--- src/cfl_pkg.sv ---
// ----------------------------------------------------------------------------
// cfl_pkg: shared types and constants
// Item and segment entry layouts and register indexes for the format-4
// character map lookup block.
// ----------------------------------------------------------------------------
package cfl_pkg;

   localparam logic [1:0] OP_LOAD_SEG   = 2'd0;
   localparam logic [1:0] OP_LOAD_GLYPH = 2'd1;
   localparam logic [1:0] OP_CODE2GLYPH = 2'd2;
   localparam logic [1:0] OP_GLYPH2CODE = 2'd3;

   localparam logic CSR_SEGMENT_COUNT = 1'b0;
   localparam logic CSR_GLYPH_COUNT   = 1'b1;

   typedef struct packed {
      logic [1:0]  operation;
      logic [12:0] entry_index;
      logic [15:0] start_code;
      logic [15:0] end_code;
      logic [15:0] id_delta;
      logic [15:0] range_offset;
      logic [15:0] glyph_word;
      logic [15:0] query;
   } item_type;

   typedef struct packed {
      logic [15:0] start_code;
      logic [15:0] end_code;
      logic [15:0] id_delta;
      logic        table_mode;
      logic [14:0] base;
   } seg_type;

endpackage

--- src/cfl_front.sv ---
// ----------------------------------------------------------------------------
// cfl_front: request intake
// Capture items into a two-entry queue; raise busy while it is full.
// ----------------------------------------------------------------------------
module cfl_front (
   input  logic              clock,
   input  logic              reset,
   input  logic              start,
   output logic              busy,
   input  cfl_pkg::item_type in_item,
   input  logic              pop,
   output logic              empty,
   output cfl_pkg::item_type out_item
);
   import cfl_pkg::*;

   item_type   entry_ff [2];
   logic       wr_ptr_ff, wr_ptr_in;
   logic       rd_ptr_ff, rd_ptr_in;
   logic [1:0] count_ff, count_in;
   logic       push;
   logic       do_pop;

   assign busy     = (count_ff == 2'd2);
   assign empty    = (count_ff == 2'd0);
   assign push     = start && !busy;
   assign do_pop   = pop && !empty;
   assign out_item = entry_ff[rd_ptr_ff];

   always_comb begin
      wr_ptr_in = push ? !wr_ptr_ff : wr_ptr_ff;
      rd_ptr_in = do_pop ? !rd_ptr_ff : rd_ptr_ff;
      count_in  = count_ff + 2'(push) - 2'(do_pop);
   end

   always_ff @(posedge clock) begin
      if (reset) begin
         wr_ptr_ff <= 1'b0;
         rd_ptr_ff <= 1'b0;
         count_ff  <= 2'd0;
      end else begin
         wr_ptr_ff <= wr_ptr_in;
         rd_ptr_ff <= rd_ptr_in;
         count_ff  <= count_in;
      end
   end

   always_ff @(posedge clock) begin
      if (push) begin
         entry_ff[wr_ptr_ff] <= in_item;
      end
   end
endmodule

--- config.mk ---
export PLATFORM = sky130hd
export DESIGN_NAME = cfl_front
export DESIGN_NICKNAME = d
export VERILOG_FILES = /design/src/cfl_pkg.sv /design/src/cfl_front.sv
export SDC_FILE = /design/constraint.sdc
export NUM_CORES = 1
export LEC_CHECK = 0
export BUFFER_PORTS_ARGS = -buffer_cell sky130_fd_sc_hd__buf_2
export CORE_UTILIZATION = 35
export CTS_CLUSTER_SIZE = 28
export DETAILED_ROUTE_END_ITERATION = 8
export GPL_ROUTABILITY_DRIVEN = 0
export GPL_TIMING_DRIVEN = 0
export SLEW_MARGIN = 20
export SYNTH_ARGS = -nofsm -noshare
export SYNTH_HDL_FRONTEND = slang
export SYNTH_SLANG_ARGS = --single-unit
--- constraint.sdc ---
create_clock -name clock -period 3.25 [get_ports clock]
set_input_delay 0 -clock clock [delete_from_list [all_inputs] [get_ports clock]]
set_output_delay 0 -clock clock [all_outputs]
set_load 0.02 [all_outputs]
==> metrics.txt, run 1 <==
Max Slew Vio Count=0; headroom to the max-slew limit=0.6649; clock buffer count from CTS=25; Worst-Margin Slew=0.5027 ns; Area growth syn-to-layout=43.56%; Final setup viols=0; htree depth=1; Core Region=22920 sq um; antenna violations before repair=0; root buffer cell=clkbuf_16; hold_ws=0.09595 ns; Wirelength per Cell=roughly 16 um; Unique masters post-synth=22; first-pass GRT wire length=~26 mm; Post-Synthesis Net Count=between 400 and 500; Async S/R FF share, synth=0; fraction of layout cells with a size suffix above 1=0.5197; Arrival @ worst endpoint=between 2 and 2.5 ns; Setup crit start kind=flop; cells along the critical path=nand2b_2 > inv_2 > or3_1 > clkinvlp_4 > buf_12 > buf_12; post-route setup TNS=0 ns; pre-CTS WS=between 1 and 1.5 ns; I/O Buffers=between 200 and 250; sequential share of the synthesized area=0.8183; drt total wl=approximately 17 mm; Final Hold Viols=0; Fmax=0.4672 GHz; 1st-pass router iterations=4; clock sinks=roughly 230; Site Rows=55; Synth area leaders=edfxtp_1 (81%), mux2_2 (15%), buf_6 (1.2%); Setup WS post-layout=roughly 1.1 ns; Skew-Pair Late Insertion Delay=0.52 ns; count leader, synth=edfxtp_1; period utilization=0.6586; via density per instance=between 4 and 5; critical path's top delay family=buffers and inverters; CP required=3.46 ns; RSZ-0062 raised after global routing=false; Post-CTS Resized=0; io pins=approximately 230; number of synthesized register bits=approximately 230; Die Y=155.7 um; die width=155.7 um; clock skew=~0.013 ns; CP max stage cell=dfxtp_1; CP bufs+invs=4; Worst VDD drop=0.0005906 V; Mapped Area=around 8300 sq um; status=completed; cell taking the most area after synthesis=edfxtp_1; die footprint=roughly 24000 sq um; HP Class=input port to flop; DRC Markers=0; PwrDens=approximately 790 nW/um^2; # nets final=~860; Leak=approximately 4.5 nW; Main synth FF type=edfxtp_1; GR Util All Layers=0.1399; Worst-path clk slew=0.05 ns; Max Cap Violations=0; total gr overflow=0; vias=around 4700; Post-CTS Setup Bufs=0; Mapped Avg Cell Area=~22 sq um; post-synthesis cell count=approximately 370; most frequent CP cell=buf_12; Clock Tree Buf Depth=3; Tmin final=approximately 2.1 ns; drt first-iter violations=between 100 and 150; number of flops mapped to enable cells by yosys=222; vias in the first global route=a little over 5000; crit end category=flop; largest net degree at the start of global routing=50; top cells by count, synth=edfxtp_1 (222), mux2_2 (111), buf_6 (9), dfxtp_1 (5), nor2_1 (4); final-layout fill cell count=1853; post-synth top area share=0.8062; worst stage delay on the critical path=about 0.37 ns; DP HPWL=10.85 mm; Initial Utilization=0.3609; antenna viol nets, final=0; TritonCTS clock tree=yes; Critical Setup Path Class=flop to flop; Antenna Cells=0; number of synthesis warnings=0; Worst Path Max Fanout=33
-- final cells by class --
class	instances	area [sq um]	share of cell area
inverter	4	18.77	0.001581
multi-input combinational	129	1373	0.1156
tap	313	391.6	0.03299
clock buffer	29	640.6	0.05396
timing repair buffer	346	2385	0.2009
clock inverter	15	177.7	0.01497
buffer	12	118.9	0.01001
sequential	227	6766	0.5700
-- cells by family (layout without fill, tap and decap cells) --
kind of cell    Yosys count  in the layout  share of synthesized area
fa+ha+maj                 2              2                   0.003026
simple gates             11             11                   0.007112
buf+inv                  16            406                    0.01619
compound gates            3              3                   0.002118
flops                   227            227                     0.8183
mux                     111            111                     0.1512
xor+xnor                  2              2                   0.002119
-- worst min-delay path, cell delays in order --
cell and delay [ns]:
buf_2 0.11, nand2_1 0.07, ha_1 0.16, xor2_1 0.08, nor2_1 0.08, nor3_1 0.05
-- metrics by stage --
step / util / power (mW) / area [sq um] / cells
4_1_cts: 0.5180 / 9.480 / 11870 / 1075
5_1_grt: 0.5180 / 9.791 / 11870 / 1075
6_report: 0.5180 / 9.347 / 11870 / 1075
3_3_place_gp: 0.4277 / 6.463 / 9801 / 912
3_5_place_dp: 0.4325 / 6.535 / 9912 / 917
2_1_floorplan: - / 5.647 / 8273 / 372
-- final timing paths --
kind / start / endpoint / slack (ns) / cells past startpoint
max: count_ff[0] / entry_ff[0][35] / 1.11 / 6
min: start / count_ff[1] / 0.1 / 6
max reg2reg: count_ff[0] / entry_ff[0][35] / 1.11 / 6
min reg2reg: rd_ptr_ff / rd_ptr_ff / 0.52 / 2
-- repair_timing --
action | 4_1_cts | 5_1_grt
hold buffers | 114 | 0
hold endpoints to repair | 227 | 0
setup endpoints to repair | 0 | 0
-- power breakdown --
part           switching [mW]  internal (mW)
clock network            1.07           1.72
logic                    1.57           1.16
registers              0.0987           3.73
total                    2.74           6.60
-- sequential cells by signal, summed over array words and instances, names as in the netlist, named ones only --
name and count:
count_ff 2, wr_ptr_ff 1, entry_ff 222, rd_ptr_ff 1
-- layout by cell type, fill, tap and decap left out, types with 3 or more instances in the layout --
| master | synthesis | layout |
|---|---|---|
| mux2_2 | 111 | 111 |
| clkbuf_16 | 0 | 25 |
| clkbuf_1 | 0 | 4 |
| dlygate4sd3_1 | 0 | 114 |
| buf_6 | 9 | 9 |
| buf_12 | 0 | 4 |
| dfxtp_1 | 5 | 5 |
| nor2_1 | 4 | 4 |
| bufinv_16 | 0 | 4 |
| clkinv_1 | 0 | 3 |
| edfxtp_1 | 222 | 222 |
| buf_2 | 2 | 229 |
| clkinv_2 | 0 | 6 |
-- layer usage --
metal | vias to the layer above | routed length (um) | track usage
met3 | 30 | 1091 | 0.04000
met1 | 2297 | 6837 | 0.1619
li1 | 2221 | - | -
met4 | 0 | 380 | 0.03782
met5 | - | 0 | 0
met2 | 144 | 8692 | 0.2522
(Power assumes the default switching activity.)
==> run 2: changes to the inputs <==
- clock period: 3.25 -> 2.1 ns (I/O delays scaled with it)
==> metrics.txt, run 2 (synthesis results as in run 1) <==
via density per instance=4.387; Reg-to-Reg Start=count_ff[0]; DP HPWL=roughly 11 mm; die footprint=roughly 24000 sq um; Skew-Pair Late Insertion Delay=between 0.5 and 0.6 ns; clock share of power=0.280; max reg flops=222; vias in the first global route=~5200; pre-CTS WS=-0.09661 ns; 1st-pass router iterations=4; post-route setup TNS=0 ns; hold_ws=between 0.06 and 0.07 ns; io pins=228; TritonCTS clock tree=yes; FF-to-FF setup slack=0.27 ns; CP required=roughly 2.3 ns; Max Slew Vio Count=0; RSZ-0062 raised after global routing=false; Max Cap Violations=0; headroom to the max-slew limit=0.6315; R2R cell count=6; Largest Register=entry_ff; crit path to=entry_ff[0][69]; I/O Buffers=227; Site Rows=55; period utilization=0.8723; commonest non-fill, non-tap cells in the layout=buf_2 (229), edfxtp_1 (222), dlygate4sd3_1 (114); Core Region=22920 sq um; Final Hold Viols=0; CP max stage cell=or3_4; drt first-iter violations=approximately 180; Wirelength per Cell=around 16 um; clock buffer count from CTS=25; Clock Tree Buf Depth=3; most common cell after layout, fill and taps aside=buf_2; root buffer cell=clkbuf_16; most frequent CP cell=buf_12; status=completed; Worst Path Max Fanout=34; cells along the critical path=nand2b_4 > inv_4 > or3_4 > clkinvlp_4 > buf_12 > buf_12; vias=4729; antenna viol nets, final=0; P_int=a little under 10 mW; Final Core Density=0.5168; HP Class=input port to flop; Fmax=about 0.55 GHz; largest net degree at the start of global routing=52; Arrival @ worst endpoint=a little over 2 ns; Worst setup startpoint=count_ff[0]; # nets final=slightly below 900; Setup WS post-layout=about 0.27 ns; clock skew=approximately 0.017 ns; Worst-Margin Slew=about 0.55 ns; total power=between 10 and 15 mW; Worst-path clk slew=0.06 ns; Net Sw Frac=0.2985; NetSw=4.226 mW; GR Util All Layers=0.1395; Final setup viols=0; Critical Setup Path Class=flop to flop; fraction of layout cells with a size suffix above 1=0.5203; Comb power frac=0.302; die width=between 150 and 200 um; Setup crit start kind=flop; DRC Markers=0; clock sinks=around 230; Area growth syn-to-layout=43.21%; drt total wl=17.08 mm; register share of total power=0.418; Tmin final=about 1.8 ns; first-pass GRT wire length=about 26 mm; Die Y=155.7 um; total gr overflow=0; worst stage delay on the critical path=0.40 ns; PwrDens=~1200 nW/um^2; Antenna Cells=0; Leak=4.464 nW; crit end category=flop; htree depth=1; worst hold start=start; antenna violations before repair=0; Critical R2R Capture=entry_ff[0][69]; Worst VDD drop=roughly 0.00077 V; biggest regs=entry_ff: 222 flops, count_ff: 2 flops; Initial Utilization=0.3609
run 2: worst min path at each step:
stage	end	slack, ns	cells after the start
final	entry_ff[1][16]	0.07	2
after floorplan	count_ff[0]	0.06	1
after global placement	entry_ff[0][10]	0.19	1
after CTS	entry_ff[1][16]	0.04	2
after global routing	entry_ff[1][16]	0.06	2
after detailed placement	entry_ff[1][11]	0.19	1
run 2: routing by layer:
metal	wire, um	global-route usage	up-vias
li1	-	-	2234
met1	6519	0.1458	2292
met2	8860	0.2639	157
met3	1163	0.04278	46
met4	541	0.04575	0
met5	0	0	-
run 2: worst max-delay path, delay by kind of cell (launching register included):
family / cells / cell delay (ns)
buf+inv: 4 / 0.59
flops: 1 / 0.35
simple gates: 2 / 0.55
run 2: metrics by stage:
stage	instance area [sq um]	instances
3_3_place_gp	9816	912
4_1_cts	11830	1076
5_1_grt	11840	1078
2_1_floorplan	8288	372
3_5_place_dp	9935	917
6_report	11840	1078
run 2: what timing repair did:
item,4_1_cts,5_1_grt
resized for setup,0,0
pin swaps,0,0
setup buffers,0,2
gates cloned,1,0
hold buffers,114,0
setup endpoints to repair,34,34
endpoints found under the hold margin,227,0
run 2: final cells by class:
cell class,count,area (sq um)
repair inverters,1,5.005
plain buffers,12,118.9
fillers,1860,11070
multi-input cells,129,1383
clock inverters,11,81.33
inverters,4,21.27
clock buffers,33,665.6
repair buffers,348,2407
well taps,313,391.6
flip-flops and latches,227,6769
run 2: power groups by stage:
stage | logic, mW | registers [mW] | clock network, mW
global placement | 3.96 | 6.06 | 0
detailed placement | 4.12 | 6.02 | 0
CTS | 4.33 | 5.93 | 4.10
global route | 4.58 | 5.98 | 4.27
finish | 4.27 | 5.92 | 3.96
floorplan | 2.75 | 6.01 | 0
